==> src/rtl/hdlc_channel_frame_restuffer_macros.svh <==
// Assertion macros used by the restuffer output buffer.
`ifndef HDLC_CHANNEL_FRAME_RESTUFFER_MACROS_SVH
`define HDLC_CHANNEL_FRAME_RESTUFFER_MACROS_SVH

// Same-cycle implication, checked outside reset.
`define HCFR_ASSERT_NOW(label, ante, cons, msg) \
	label: assert property (@(posedge clk) disable iff (!arst_n) (ante) |-> (cons)) \
		else $error(msg);

// Next-cycle implication, checked outside reset.
`define HCFR_ASSERT_NEXT(label, ante, cons, msg) \
	label: assert property (@(posedge clk) disable iff (!arst_n) (ante) |=> (cons)) \
		else $error(msg);

`endif

==> src/rtl/hcfr_pkg.sv <==
// Shared constants and types of the HDLC channel frame restuffer.
package hcfr_pkg;

	localparam logic [7:0] FLAG_BYTE = 8'h7E;
	localparam logic [7:0] ESC_BYTE = 8'h7D;
	localparam logic [7:0] XOR_MASK = 8'h20;
	localparam logic [7:0] CHAN_RESET = 8'd4;
	localparam int MAX_FRAME_DEF = 512;
	localparam int MAX_RESULTS = 5;
	localparam int IDX_W = 3;

	typedef enum logic [1:0] {
		MODE_WAIT = 2'd0,
		MODE_FRAME = 2'd1,
		MODE_ESC = 2'd2
	} rx_mode_t;

	typedef struct packed {
		logic [IDX_W-1:0] count;
		logic [MAX_RESULTS-1:0][7:0] bytes;
	} result_list_t;

endpackage

==> src/rtl/hdlc_channel_frame_restuffer.sv <==
// Top level of the HDLC channel frame restuffer.
// A received byte is accepted when the output buffer is free; the state update and the whole
// list of words it causes (none to five) are computed in that cycle and land in a result
// register, which then hands out one word per cycle while out_stall is low. The next byte is
// taken in the same cycle as the last word of the list leaves; bytes that cause no word or
// one word go at one per cycle when the output does not stall. The output word register is
// what limits the input rate. The last flag marks the final word caused by one input byte.
module hdlc_channel_frame_restuffer #(
	parameter int MAX_FRAME = hcfr_pkg::MAX_FRAME_DEF
) (
	input  logic       clk,
	input  logic       arst_n,
	input  logic       cfg_wr_en,
	input  logic [7:0] cfg_wr_data,
	input  logic       in_valid,
	output logic       in_stall,
	input  logic [7:0] in_byte,
	output logic       out_valid,
	input  logic       out_stall,
	output logic [7:0] out_byte,
	output logic       last
);
	import hcfr_pkg::*;

	result_list_t res;
	logic free;
	logic accept;

	assign in_stall = !free;
	assign accept = in_valid && free;

	hcfr_decode #(
		.MAX_FRAME(MAX_FRAME)
	) u_decode (
		.clk(clk),
		.arst_n(arst_n),
		.cfg_wr_en(cfg_wr_en),
		.cfg_wr_data(cfg_wr_data),
		.accept(accept),
		.in_byte(in_byte),
		.res(res)
	);

	hcfr_outbuf u_outbuf (
		.clk(clk),
		.arst_n(arst_n),
		.load(accept && res.count != '0),
		.res(res),
		.free(free),
		.out_valid(out_valid),
		.out_stall(out_stall),
		.out_byte(out_byte),
		.last(last)
	);

endmodule

==> src/rtl/hcfr_decode.sv <==
// Receive state and per-byte computation of the list of words to send.
module hcfr_decode #(
	parameter int MAX_FRAME = hcfr_pkg::MAX_FRAME_DEF
) (
	input  logic                 clk,
	input  logic                 arst_n,
	input  logic                 cfg_wr_en,
	input  logic [7:0]           cfg_wr_data,
	input  logic                 accept,
	input  logic [7:0]           in_byte,
	output hcfr_pkg::result_list_t res
);
	import hcfr_pkg::*;

	localparam int CNT_W = $clog2(MAX_FRAME + 1);

	rx_mode_t mode_q, mode_d;
	logic [CNT_W-1:0] cnt_q, cnt_d;
	logic [7:0] held_q, held_d;
	logic drop_q, drop_d;
	logic [7:0] chan_q;

	always_ff @(posedge clk or negedge arst_n) begin
		if (!arst_n) begin
			mode_q <= MODE_WAIT;
			cnt_q <= '0;
			held_q <= '0;
			drop_q <= 1'b0;
			chan_q <= CHAN_RESET;
		end else begin
			if (cfg_wr_en) begin
				chan_q <= cfg_wr_data;
			end
			if (accept) begin
				mode_q <= mode_d;
				cnt_q <= cnt_d;
				held_q <= held_d;
				drop_q <= drop_d;
			end
		end
	end

	always_comb begin
		logic keep;
		logic [7:0] kept;
		logic [IDX_W-1:0] p;
		res = '0;
		mode_d = mode_q;
		cnt_d = cnt_q;
		held_d = held_q;
		drop_d = drop_q;
		keep = 1'b0;
		kept = in_byte;
		p = '0;
		case (mode_q)
			MODE_WAIT: begin
				if (in_byte == FLAG_BYTE) begin
					mode_d = MODE_FRAME;
					cnt_d = '0;
					drop_d = 1'b0;
				end else begin
					res.bytes[0] = in_byte;
					res.count = IDX_W'(1);
				end
			end
			MODE_ESC: begin
				keep = 1'b1;
				kept = in_byte ^ XOR_MASK;
				mode_d = MODE_FRAME;
			end
			MODE_FRAME: begin
				if (in_byte == FLAG_BYTE) begin
					if (cnt_q >= CNT_W'(2) && !drop_q) begin
						res.bytes[0] = FLAG_BYTE;
						res.count = IDX_W'(1);
					end
					cnt_d = '0;
					drop_d = 1'b0;
				end else if (in_byte == ESC_BYTE) begin
					mode_d = MODE_ESC;
				end else begin
					keep = 1'b1;
				end
			end
			default: begin
				mode_d = MODE_WAIT;
			end
		endcase

		if (keep && cnt_q < CNT_W'(MAX_FRAME)) begin
			if (cnt_q == '0) begin
				held_d = kept;
			end else if (cnt_q == CNT_W'(1)) begin
				drop_d = (held_q == chan_q);
				if (!drop_d) begin
					res.bytes[0] = FLAG_BYTE;
					p = IDX_W'(1);
					if (held_q == FLAG_BYTE || held_q == ESC_BYTE) begin
						res.bytes[p] = ESC_BYTE;
						res.bytes[p + IDX_W'(1)] = held_q ^ XOR_MASK;
						p = p + IDX_W'(2);
					end else begin
						res.bytes[p] = held_q;
						p = p + IDX_W'(1);
					end
				end
			end
			if (cnt_q != '0 && !drop_d) begin
				if (kept == FLAG_BYTE || kept == ESC_BYTE) begin
					res.bytes[p] = ESC_BYTE;
					res.bytes[p + IDX_W'(1)] = kept ^ XOR_MASK;
					res.count = p + IDX_W'(2);
				end else begin
					res.bytes[p] = kept;
					res.count = p + IDX_W'(1);
				end
			end
			cnt_d = cnt_q + CNT_W'(1);
		end
	end

endmodule

==> src/rtl/hcfr_outbuf.sv <==
// Result register that hands out the words of one input byte, one per cycle while out_stall is low.
module hcfr_outbuf (
	input  logic                   clk,
	input  logic                   arst_n,
	input  logic                   load,
	input  hcfr_pkg::result_list_t res,
	output logic                   free,
	output logic                   out_valid,
	input  logic                   out_stall,
	output logic [7:0]             out_byte,
	output logic                   last
);
	import hcfr_pkg::*;

	logic busy_q;
	logic [IDX_W-1:0] idx_q;
	logic [IDX_W-1:0] cnt_q;
	logic [MAX_RESULTS-1:0][7:0] bytes_q;
	logic take;

	assign out_valid = busy_q;
	assign last = (idx_q == cnt_q - IDX_W'(1));
	assign out_byte = bytes_q[idx_q];
	assign take = busy_q && !out_stall;
	assign free = !busy_q || (take && last);

	always_ff @(posedge clk or negedge arst_n) begin
		if (!arst_n) begin
			busy_q <= 1'b0;
			idx_q <= '0;
		end else begin
			if (load) begin
				busy_q <= 1'b1;
				idx_q <= '0;
			end else if (take) begin
				if (last) begin
					busy_q <= 1'b0;
				end else begin
					idx_q <= idx_q + IDX_W'(1);
				end
			end
		end
	end

	always_ff @(posedge clk) begin
		if (load) begin
			cnt_q <= res.count;
			bytes_q <= res.bytes;
		end
	end

	`include "hdlc_channel_frame_restuffer_macros.svh"

	`HCFR_ASSERT_NOW(a_idx_in_range, busy_q, idx_q < cnt_q, "word index beyond list")
	`HCFR_ASSERT_NOW(a_load_when_free, load, free, "list loaded over unsent words")
	`HCFR_ASSERT_NEXT(a_more_words, take && !last, out_valid, "word list cut short")
	`HCFR_ASSERT_NOW(a_load_nonempty, load, res.count != '0, "empty list loaded")

endmodule
==> config.mk <==
export PLATFORM = sky130hd
export DESIGN_NAME = hdlc_channel_frame_restuffer
export DESIGN_NICKNAME = d
export VERILOG_FILES = /design/src/rtl/hcfr_pkg.sv /design/src/rtl/hdlc_channel_frame_restuffer.sv /design/src/rtl/hcfr_decode.sv /design/src/rtl/hcfr_outbuf.sv
export VERILOG_INCLUDE_DIRS = /design/src /design/src/rtl
export SDC_FILE = /design/constraint.sdc
export NUM_CORES = 1
export LEC_CHECK = 0
export BUFFER_PORTS_ARGS = -buffer_cell sky130_fd_sc_hd__buf_2
export CELL_PAD_IN_SITES_DETAIL_PLACEMENT = 2
export CELL_PAD_IN_SITES_GLOBAL_PLACEMENT = 2
export CORE_MARGIN = 4
export CORE_UTILIZATION = 41
export DETAILED_ROUTE_END_ITERATION = 7
export HOLD_SLACK_MARGIN = 0.1
export PLACE_DENSITY_LB_ADDON = 0.15
export SETUP_SLACK_MARGIN = 0.02
export SKIP_CTS_REPAIR_TIMING = 1
export SYNTH_ARGS = -nofsm -noshare
export SYNTH_HDL_FRONTEND = slang
export SYNTH_SLANG_ARGS = --single-unit
export TNS_END_PERCENT = 5
==> constraint.sdc <==
create_clock -name clk -period 5.1 [get_ports clk]
set_input_delay 0.51 -clock clk [delete_from_list [all_inputs] [get_ports clk]]
set_output_delay 0.51 -clock clk [all_outputs]
set_load 0.05 [all_outputs]
Word level (Yosys, flattened, before mapping)
Index checks and enable logic that the tools add are counted.

operators by class
  add/sub/neg operators = 5
  $mul = 0
  divide/modulo/power cells = 0
  $lt $le $gt $ge = 7
  equality and inequality tests = 15
  shift-type cells = 0
  mux-type cells = 53
  bitwise gates (word level) = 6
  reductions and logical operators = 32

operators with widths
  operator                                                                count
  43-bit two-way mux                                                      3
  24-bit two-way mux                                                      4
  40-bit bitwise mux                                                      2
  8-bit two-way mux                                                       7
  8-bit demux with 3-bit select                                           2
  8-bit by 7-bit equality test with 1-bit output, second input constant   6
  10-bit two-way mux                                                      3
  18-bit by 30-bit bitwise OR with 30-bit output                          1
  8-bit binary-select mux with 3-bit select                               1
  3-bit two-way mux                                                       8
  8-bit case mux with 2 select lines                                      1
  1-bit two-way mux                                                       14
  3-bit by 4-bit < comparator with 1-bit output, second input constant    3
  10-bit by 1-bit adder with 10-bit output, second input constant         1
  6-bit by 10-bit bitwise AND with 10-bit output                          1
  10-bit by 1-bit equality test with 1-bit output, second input constant  1
  10-bit by 2-bit >= comparator with 1-bit output, second input constant  1
  10-bit logical NOT                                                      1
  10-bit < comparator, second input constant                              1
  10-bit NOT                                                              1
  10-bit nonzero test                                                     1
  1-bit logical AND                                                       9
  8-bit equality test                                                     1
  2-bit nonzero test                                                      4
  other kinds (24)                                                        41

word-level totals
  flip-flop bits (word level) = 76
  latch bits = 0
  bits in writable memories = 0
  memory bits (read-only) = 0
  bits of input ports = 21
  output and inout port bits = 11
  memories kept = 0

Logic depth before layout (Yosys ltp)
Gate-level depths: netlist (run 1).

  depth after elaboration = 21
  depth in mapped cells = 12

Hierarchy
A second synthesis (run 1) with hierarchy kept.

second synthesis, totals
  cell total of the unflattened synthesis = 400
  area total of the unflattened synthesis = 4,400.5 sq um

modules (own cells, without submodules)
  module                        instances  cells each  area an instance (sq um)  sequential area each (sq um)
  hcfr_decode                   1          287         2,477.4                   726.9
  hcfr_outbuf                   1          110         1,903.1                   1,391.3
  hdlc_channel_frame_restuffer  1          3           20.0                      0.0

Worst setup path before layout (run 1)
Ideal clock, no wire load.

  path kind = register to register
  start point = reg u_decode.cnt_q[2]
  end point = reg u_outbuf.bytes_q[0] in the netlist's numbering (enable)
  library setup time = 0.405 ns
  data arrival time = 3.527 ns
  required time = 4.695 ns
  path slack = 1.168 ns
  cell stages (with the launch flop) = 11
  path buffers = 2
  cell sequence = dfrtp_1 > nor4_2 > and4b_1 > buf_2 > o21ai_1 > inv_2 > buf_2 > ha_1 > nor2_1 > a41oi_1 > and2_1

between the ends
  longest elaborated chain between the ends = 10

ends and longest elaborated chain
  item                                                            RTL line                                text
  start: declaration                                              hcfr_decode.sv:18                       logic [CNT_W-1:0] cnt_q, cnt_d;
  start signal: assignment                                        hcfr_decode.sv:36                       cnt_q <= cnt_d;
  10-bit by 1-bit equality test with 1-bit output                 hcfr_decode.sv:93                       end else if (cnt_q == CNT_W'(1)) begin
  3-bit two-way mux or 1-bit two-way mux (tied branches)          hcfr_decode.sv:93
  3-bit two-way mux or 1-bit two-way mux (tied branches)          hcfr_decode.sv:91                       if (cnt_q == '0) begin
  3-bit two-way mux or 1-bit two-way mux (tied branches)          hcfr_decode.sv:90                       if (keep && cnt_q < CNT_W'(MAX_FRAME)) begin
  3-bit by 1-bit adder with 3-bit output (tied with other cells)  hcfr_decode.sv:115                      res.count = p + IDX_W'(1);
  43-bit two-way mux or 1-bit logical AND (tied branches)         hcfr_decode.sv:109, hcfr_decode.sv:108
  43-bit two-way mux                                              hcfr_decode.sv:108                      if (cnt_q != '0 && !drop_d) begin
  43-bit two-way mux *                                            hcfr_decode.sv:90
  3-bit nonzero test *                                            hdlc_channel_frame_restuffer.sv:47      .load(accept && res.count != '0),
  1-bit logical AND *                                             hdlc_channel_frame_restuffer.sv:47
  net u_outbuf.load                                               hcfr_outbuf.sv:5                        input logic load,
  end signal: assignment                                          hcfr_outbuf.sv:48                       bytes_q <= res.bytes;
  end: declaration                                                hcfr_outbuf.sv:18                       logic [MAX_RESULTS-1:0][7:0] bytes_q;

The timed path passes the listed nets; every way through them passes the cells marked *. The select of a mux whose other input is x is not followed.
A chain may end at the register's enable or synchronous reset.

Final worst setup path (run 1)
  start point = reg u_decode.cnt_q[5]
  end point = reg u_outbuf.bytes_q[33] in the netlist's numbering (enable)

Same word-level chain as after synthesis.

==> metrics.txt, run 1 <==
crit-path leading delay family simple AND/OR/NAND/NOR gates; Critical Setup Path Class reg2reg; power density over the cells 555 nW/um2; asr flop ratio synth 43.4%; GR Layer Usage met1 31.5%; placed cell count approximately 560; Core Rows 38; CTS buffer count 9; Via-to-Cell Ratio 6.10; global route hottest layer met2; Mapped Cells 405; Detailed Route WL 13.3 mm; Yosys cell types 71; drt initial violations about 220; HPWL Detailed roughly 9.7 mm; Seq/Total Area, Yosys about 47%; Non-Filler Instances about 580; count leader, synth edfxtp_1; final setup vio count 0; first-pass GRT wire length ~22 mm; CP Max Fanout 32; IO Pins 32; CP bufs+invs 2; IO Port Bufs 31; n_diodes 0; status finished, final reports clean; Initial Utilization 41.7%; arrival time at the worst endpoint between 4000 and 5000 ps; worst vdd ir 0.303 mV; Synth top cells by count edfxtp_1, dfrtp_1, nand2_1; DRT Pass-1 Iters 4; gr usage total 22.5%; Synth area leaders edfxtp_1, dfrtp_1, mux2_2; yosys warns 0; Placer Congestion 0.877; Mapped Area 4520 um2; area delta synth->final 10.7%; Hold WC Path Type in2async; post-synthesis area per instance 11.2 um2; Die W 113 um; #FFs+latches synth 76; Slew headroom a little under a third; fin nets around 470; CP max stage delay 780 ps; vias in the first global route ~3800; ys flop type edfxtp_1; DRC Markers 0; Finished Core Util between 40% and 50%; fmax 0.228 GHz; post-route setup TNS 0 ps; Leak 0.00190 uW; clk_skew around 18 ps; CTS tree yes; Worst-Margin Slew 1020 ps; RSZ-0062 raised after global routing no; Die H 113 um; share of cells above drive strength 1 21.1%; clk_lat worst skew 380 ps; via count 3509; CTS max path bufs 2; max-slew violation count 0; CP required 5200 ps; Sink Count 76; Yosys top cell area share 28.6%; clk slew on worst S/H paths 90 ps; Final Hold Violating Endpoints 0; Critical-path top delay cell and2_2; core area 10800 um2; Root Buffer clkbuf_8; Worst setup EP type flip-flop; Worst setup SP type flip-flop; largest net degree at the start of global routing 34; Global Route met2 Usage between 30% and 40%; Final Critical Period around 4400 ps; number of enable flip-flop cells after synthesis 43; CP Cell Sequence nor4_2, and4b_1, o211ai_1, inv_1, ha_1, nor2_1, a41oi_1, and2_2, buf_4; post-synth top area cell edfxtp_1; H-tree levels 3; DR WL/cell around 23 um; M3 GR Usage 4.33%; Max Cap Viol 0; Routed Antenna Nets 0; GRT Residual Overflow 0; Die Footprint 12800 um2; Final Cycle Share 86.1%; initial antenna violation count 0; Pwr Total 2780 uW
-- metrics by stage --
stage	worst slack, ps	cell area [um2]	hold WS (ps)
2_1_floorplan	1170	4530	214
3_3_place_gp	1040	4780	531
3_5_place_dp	850	4780	527
4_1_cts	753	5010	215
5_1_grt	381	5010	262
6_report	709	5010	196
-- kinds of logic after synthesis --
family,Yosys count,share of synthesized area [%]
buffers and inverters,51,4.76
multiplexers,30,9.32
AO/OA/AOI/OAI,96,15.4
flip-flops,76,46.8
AND/OR/NAND/NOR,120,16.1
other,1,0.0829
XOR/XNOR,17,3.62
adder cells (fa/ha/maj),14,3.87
-- layout make-up --
| class | count | area, um2 |
|---|---|---|
| fillers | 1117 | 5830 |
| multi-input cells | 279 | 2190 |
| flip-flops and latches | 76 | 2120 |
| repair buffers | 36 | 193 |
| well taps | 140 | 175 |
| clock buffers | 9 | 124 |
| inverters | 28 | 105 |
| clock inverters | 7 | 97.6 |
-- final timing paths --
kind / cells after the start / slack, ps / to / startpoint
setup / recovery: 9 / 710 / u_outbuf.bytes_q[33]$_SDFFCE_PN0P_ / u_decode.cnt_q[5]$_DFFE_PN0P_
setup reg to reg: 9 / 710 / u_outbuf.bytes_q[33]$_SDFFCE_PN0P_ / u_decode.cnt_q[5]$_DFFE_PN0P_
hold / removal: 1 / 200 / u_decode.cnt_q[6]$_DFFE_PN0P_ / arst_n
hold reg to reg: 1 / 540 / u_decode.chan_q[1]$_DFFE_PN0P_ / u_decode.chan_q[1]$_DFFE_PN0P_
min in group clk: 2 / 360 / u_decode.chan_q[6]$_DFFE_PN0P_ / cfg_wr_data[6]
max in group asynchronous: 1 / 4390 / u_decode.held_q[6]$_DFFE_PN0P_ / arst_n
-- metal layers --
layer  part of all wire [%]  wire (um)
met5                      0          0
met4                    1.3        176
met3                    4.7        623
met2                     49       6510
met1                     45       6020
-- state kept, by name (all words and copies together), names as in the netlist --
name                flops
u_decode.chan_q         8
u_decode.mode_q         2
u_outbuf.bytes_q       40
u_outbuf.out_valid      1
u_outbuf.idx_q          3
u_outbuf.cnt_q          3
u_decode.cnt_q         10
u_decode.drop_q         1
u_decode.held_q         8
-- placed cells by master (no fill, tap or decap), drive strengths merged, types with 4 or more instances in the layout --
cell	count
o211ai	6
buf	36
nand3	9
o21a	4
nor4	13
nor2	11
clkbuf	9
a221oi	7
nand4	7
a32oi	4
or3	4
a211oi	8
and3	11
a21oi	19
nor3	8
ha	14
mux4	8
dfrtp	32
xnor2	13
nor3b	5
inv	30
edfxtp	43
nand2	29
mux2	17
nand4b	4
a22o	4
a211o	6
o21ai	15
mux2i	5
-- power breakdown --
group          switching, uW  internal, uW
Sequential               150           838
Clock                    257           278
Combinational            842           415
Total                   1250          1530
Note: power is estimated with default switching activity, not from simulation.
==> run 2, diff against run 1 <==
- CAP_MARGIN: unset -> 20
- RECOVER_POWER: unset -> 50
==> run 2 against run 1 <==
  * The run now ends with capacitance limit, slew limit left
  * Flip-flop and latch count unchanged
  * Sequential share of layout area up 0.24 points
  * Sequential power about the same
  * Clock-buffer cell count unchanged
  * Wire length up 0.29%
  * Worst setup slack worse by 65 ps
  * Clock power about the same
  * Final area down 0.57%
  * Global-route usage unchanged
  * Core utilization down 0.27 points
  * First-iteration DRC count down 4.1%
  * Non-clock buffer count unchanged
  * Critical endpoint is now u_outbuf.bytes_q[13]$_SDFFCE_PN0P_
  * Highest routed layer unchanged
==> metrics.txt, run 2 (same netlist as run 1, synthesis figures left out) <==
initial antenna violation count 0 (unchanged); gr usage total 22.5% (unchanged); Die H 113 um (unchanged); HPWL Detailed 9.67 mm (unchanged); largest net degree at the start of global routing 34 (unchanged); GRT Residual Overflow 0 (unchanged); H-tree levels 3 (unchanged); Critical Setup Path Class reg2reg; power density over the cells 553 nW/um2 (-0.42%); post-route setup TNS 0 ps (unchanged); core area 10800 um2 (unchanged); max-slew violation count 53 (+53); GR Layer Usage met1 31.5% (unchanged); Worst setup SP type flip-flop; DRC Markers 0 (unchanged); area delta synth->final 10.1%; Routed Antenna Nets 0 (unchanged); Placer Congestion 0.877 (unchanged); n_diodes 0 (unchanged); global route hottest layer met2; area post-placement 4780 um2 (unchanged); RSZ-0062 raised after global routing no; CP Max Fanout 21 (-34%); CP required 5080 ps (-120 ps); Hold WC Path Type in2reg; Via-to-Cell Ratio 6.06 (-0.63%); DP Worst Slack 850 ps (unchanged); max FFs per register 40 (unchanged); Max Cap Viol 2 (+2); Core Rows 38 (unchanged); M3 GR Usage 4.33% (unchanged); Root Buffer clkbuf_8; commonest non-fill, non-tap cells in the layout edfxtp_1, dfrtp_1, nand2_1, inv_1, a21oi_1; CTS tree yes; CTS max path bufs 2 (unchanged); Internal 1510 uW (-1.7%); Sw Ratio 45.3% (+0.37 points); clk slew on worst S/H paths 90 ps (about the same); CTS buffer count 9 (unchanged); failing checks capacitance limit, slew limit; Final Hold Violating Endpoints 0 (unchanged); Slew headroom -56.9% (-89 points); biggest regs u_outbuf.bytes_q (40), u_decode.cnt_q (10); worst vdd ir 0.274 mV (-9.5%); share of cells above drive strength 1 17.2% (-3.9 points); FILL cells 1123 (+0.54%); DR WL/cell 23.2 um (+0.29%); Final Critical Period 4460 ps (+65.4 ps); Sink Count 76 (unchanged); Final Cycle Share 87.4% (+1.3 points); Worst-Margin Slew 2330 ps (+1310 ps); status complete, but fails checks; IO Pins 32 (unchanged); final setup vio count 0 (unchanged); Detailed Route WL 13.4 mm (+0.29%); register share of total power 35.8% (+0.3 points); first-pass GRT wire length 22.2 mm (unchanged); Global Route met2 Usage 36.0% (unchanged); fmax 0.224 GHz (-1.5%); combinational power share 44.8% (-0.4 points); Reg with most FFs u_outbuf.bytes_q; PnR worst setup slack 643 ps (-65.4 ps); Post-Layout Inst Area 4980 um2 (-0.57%); via count 3487 (-0.63%); Leak 0.00186 uW (-2.3%); arrival time at the worst endpoint 4430 ps (-60 ps); clock share of power 19.4% (about the same); clk_lat worst skew 380 ps (about the same); vias in the first global route 3779 (unchanged); most common cell after layout, fill and taps aside edfxtp_1; clk_skew 19.5 ps (+1.33 ps); fin nets 465 (unchanged); NetSw 1250 uW (-0.18%); IO Port Bufs 31 (unchanged); Initial Utilization 41.7% (unchanged); Die W 113 um (unchanged); Die Footprint 12800 um2 (unchanged); DRT Pass-1 Iters 4 (unchanged); Pwr Total 2750 uW (-1.0%); drt initial violations 209 (-4.1%); Worst setup EP type flip-flop
run 2: changes by cell type in the layout (fill, tap and decap cells not counted):
cell | before | now
buf_2 | 31 | 18
buf_4 | 5 | 4
clkbuf_1 | 0 | 14
dfstp_1 | 0 | 1
dfstp_2 | 1 | 0
nor3_1 | 7 | 8
nor3_2 | 1 | 0
o21ai_0 | 13 | 14
o21ai_2 | 1 | 0
run 2: path summary, 6_finish.rpt:
path / startpoint / end / slack, ps / depth (start not counted)
hold reg to reg: u_decode.chan_q[1]$_DFFE_PN0P_ / u_decode.chan_q[1]$_DFFE_PN0P_ / 540 / 1
hold / removal: cfg_wr_data[6] / u_decode.chan_q[6]$_DFFE_PN0P_ / 360 / 2
setup reg to reg: u_decode.chan_q[2]$_DFFE_PN1P_ / u_outbuf.bytes_q[13]$_SDFFCE_PN0P_ / 640 / 6
min in group asynchronous: arst_n / u_decode.cnt_q[6]$_DFFE_PN0P_ / 630 / 1
setup / recovery: u_decode.chan_q[2]$_DFFE_PN1P_ / u_outbuf.bytes_q[13]$_SDFFCE_PN0P_ / 640 / 6
max in group asynchronous: arst_n / u_decode.held_q[0]$_DFFE_PN0P_ / 3380 / 1
run 2: final cells by class:
class / instances / area (um2) / share of cell area [%]
tap: 140 / 175 / 3.52
clock buffer: 9 / 124 / 2.49
sequential: 76 / 2120 / 42.6
inverter: 28 / 105 / 2.11
clock inverter: 7 / 97.6 / 1.96
multi-input combinational: 279 / 2180 / 43.9
timing repair buffer: 36 / 173 / 3.47
run 2: critical path, cell delays in order, from the launching register on:
cell,delay (ps)
dfstp_1,550
xnor2_1,140
nand4_1,250
o21ai_1,620
inv_2,340
o21ai_0,1840
a221oi_1,320
run 2: power by group through the flow:
stage | clock network (uW) | logic (uW) | registers, uW
finish | 534 | 1230 | 986
global route | 579 | 1340 | 1020
CTS | 547 | 1260 | 993
detailed placement | 0 | 1250 | 1010
global placement | 0 | 1210 | 988
floorplan | 0 | 963 | 933
run 2: through the flow:
stage	util, %	hold WS, ps	instances
3_5_place_dp	44.1	527	559
3_3_place_gp	44.1	531	559
6_report	45.9	363	575
5_1_grt	45.9	353	575
4_1_cts	46.2	215	575
2_1_floorplan	-	214	406
run 2: layer usage:
layer	share of wire [%]	wire length, um
met1	46	6150
met2	49	6510
met3	3.9	520
met4	1.4	190
met5	0	0
==> run 3, diff against run 2 <==
- ABC_CLOCK_PERIOD_IN_PS: unset -> 5100
- REMOVE_ABC_BUFFERS: unset -> 1
==> run 3 against run 2 <==
  * The run still ends with capacitance limit, slew limit left
  * Core utilization rose by 0.31 points
  * Non-clock buffer count stayed put
  * Final area increased by 0.68%
  * Die area did not move
  * Flip-flop and latch count unchanged
  * Critical path depth up 3
  * Sequential power about the same
  * Via count rose by 1.7%
  * Largest power group unchanged
==> metrics.txt, run 3 (same netlist as run 1, synthesis figures left out) <==
worst vdd ir 0.308 mV (+13%); fin nets 465 (unchanged); IO Pins 32 (unchanged); CP Max Fanout 21 (unchanged); largest net degree at the start of global routing 34 (unchanged); gr usage total 22.2% (-0.30 points); clock share of power 21.5% (+2.1 points); fmax 0.219 GHz (-2.3%); Core Rows 38 (unchanged); NetSw 1210 uW (-2.7%); worst reg2reg path startpoint u_decode.cnt_q[5]$_DFFE_PN0P_; Finished Core Util 46.2% (+0.31 points); clk_skew 6.23 ps (-13.3 ps); initial antenna violation count 0 (unchanged); n_diodes 0 (unchanged); Max Cap Viol 1 (-1); area delta synth->final 10.8%; max-slew violation count 34 (-36%); Worst setup SP type flip-flop; DR WL/cell 23.7 um (+1.8%); register share of total power 35.0% (-0.8 points); Leak 0.00188 uW (+1.1%); Reg with most FFs u_outbuf.bytes_q; Worst setup EP type flip-flop; Final Critical Period 4560 ps (+106 ps); RSZ-0062 raised after global routing no; Hold Path Origin cfg_wr_data[7]; Placer Congestion 0.852 (-2.8%); core area 10800 um2 (unchanged); CTS max path bufs 2 (unchanged); H-tree levels 3 (unchanged); biggest regs u_outbuf.bytes_q (40), u_decode.cnt_q (10); DP Worst Slack 808 ps (-41.7 ps); GRT Residual Overflow 0 (unchanged); Critical Setup Path Class reg2reg; vias in the first global route 3841 (+1.6%); Die H 113 um (unchanged); CTS buffer count 9 (unchanged); max FFs per register 40 (unchanged); Detailed Route WL 13.6 mm (+1.8%); Die Footprint 12800 um2 (unchanged); Sw Ratio 43.1% (-2.2 points); Routed Antenna Nets 0 (unchanged); Worst-Margin Slew 1890 ps (-441 ps); IO Port Bufs 31 (unchanged); power density over the cells 561 nW/um2 (+1.5%); Initial Utilization 41.7% (unchanged); Final Cycle Share 89.5% (+2.1 points); PnR worst setup slack 538 ps (-106 ps); share of cells above drive strength 1 16.1% (-1.1 points); Critical path origin u_decode.cnt_q[5]$_DFFE_PN0P_; Final Hold Violating Endpoints 0 (unchanged); CTS tree yes; arrival time at the worst endpoint 4610 ps (+180 ps); Die W 113 um (unchanged); first-pass GRT wire length 22.0 mm (-0.50%); final setup vio count 0 (unchanged); Slew headroom -25.9% (+31 points); clk_lat worst skew 360 ps (-20 ps); status complete, but fails checks; HPWL Detailed 10.1 mm (+4.5%); most common cell after layout, fill and taps aside edfxtp_1; failing checks capacitance limit, slew limit; Internal 1600 uW (+6.3%); drt initial violations 240 (+15%); CP required 5150 ps (+70 ps); via count 3547 (+1.7%); Hold WC Path Type in2reg; post-route setup TNS 0 ps (unchanged); Root Buffer clkbuf_8; clk slew on worst S/H paths 80 ps (about the same); Via-to-Cell Ratio 6.17 (+1.7%); Sink Count 76 (unchanged); commonest non-fill, non-tap cells in the layout edfxtp_1, dfrtp_1, nand2_1, inv_1, a21oi_1; combinational power share 43.5% (-1.3 points); DRC Markers 0 (unchanged); DRT Pass-1 Iters 5 (+1)
[run 3: changes by cell type in the layout (fill, tap and decap cells not counted), sizes merged]
cell and change:
inv -2, clkinvlp -2, bufinv +2, clkbuf +2
[run 3: power groups by stage]
stage               combinational, uW  clock (uW)  sequential [uW]
floorplan                         897           0              962
global placement                 1200           0              986
detailed placement               1250           0             1000
CTS                              1260         615              990
global route                     1330         644             1010
finish                           1220         604              984
[run 3: cell type report]
| class | count | area (um2) |
|---|---|---|
| clock buffer | 11 | 131 |
| clock inverter | 5 | 124 |
| fill | 1125 | 5830 |
| inverter | 28 | 105 |
| multi-input combinational | 279 | 2180 |
| sequential | 76 | 2120 |
| tap | 140 | 175 |
| timing repair buffer | 36 | 173 |
[run 3: final timing paths]
path / to / slack (ps) / cells past startpoint
setup / recovery: u_outbuf.bytes_q[4]$_DFFE_PP_ / 540 / 9
hold / removal: u_decode.chan_q[7]$_DFFE_PN0P_ / 380 / 2
setup reg to reg: u_outbuf.bytes_q[4]$_DFFE_PP_ / 540 / 9
hold reg to reg: u_decode.chan_q[1]$_DFFE_PN0P_ / 530 / 1
max in group asynchronous: u_decode.held_q[3]$_DFFE_PN0P_ / 3350 / 1
min in group asynchronous: u_decode.cnt_q[5]$_DFFE_PN0P_ / 650 / 1
[run 3: per-layer routing]
metal	wire, um	vias up	GRT usage, %
met5	0	-	0
met4	270	0	6.97
met3	665	25	3.58
met2	6490	114	35.8
met1	6180	1803	30.7
li1	-	1605	-
[run 3: critical path, cell delays in order (launching register included)]
cell     delay (ps)
dfrtp_1         460
nor4_2          500
and4b_1         480
o21ai_0         520
inv_2           530
ha_1            350
nor2_1           70
a41oi_1         450
and2_2          490
buf_4           370
[run 3: through the flow]
step / instance area (um2) / instances / hold slack, ps / power, uW
after global placement: 4780 / 559 / 523 / 2180
after global routing: 5010 / 575 / 376 / 2990
after floorplan: 4420 / 383 / 214 / 1860
after detailed placement: 4780 / 559 / 521 / 2250
after CTS: 5040 / 575 / 233 / 2860
final: 5010 / 575 / 377 / 2810
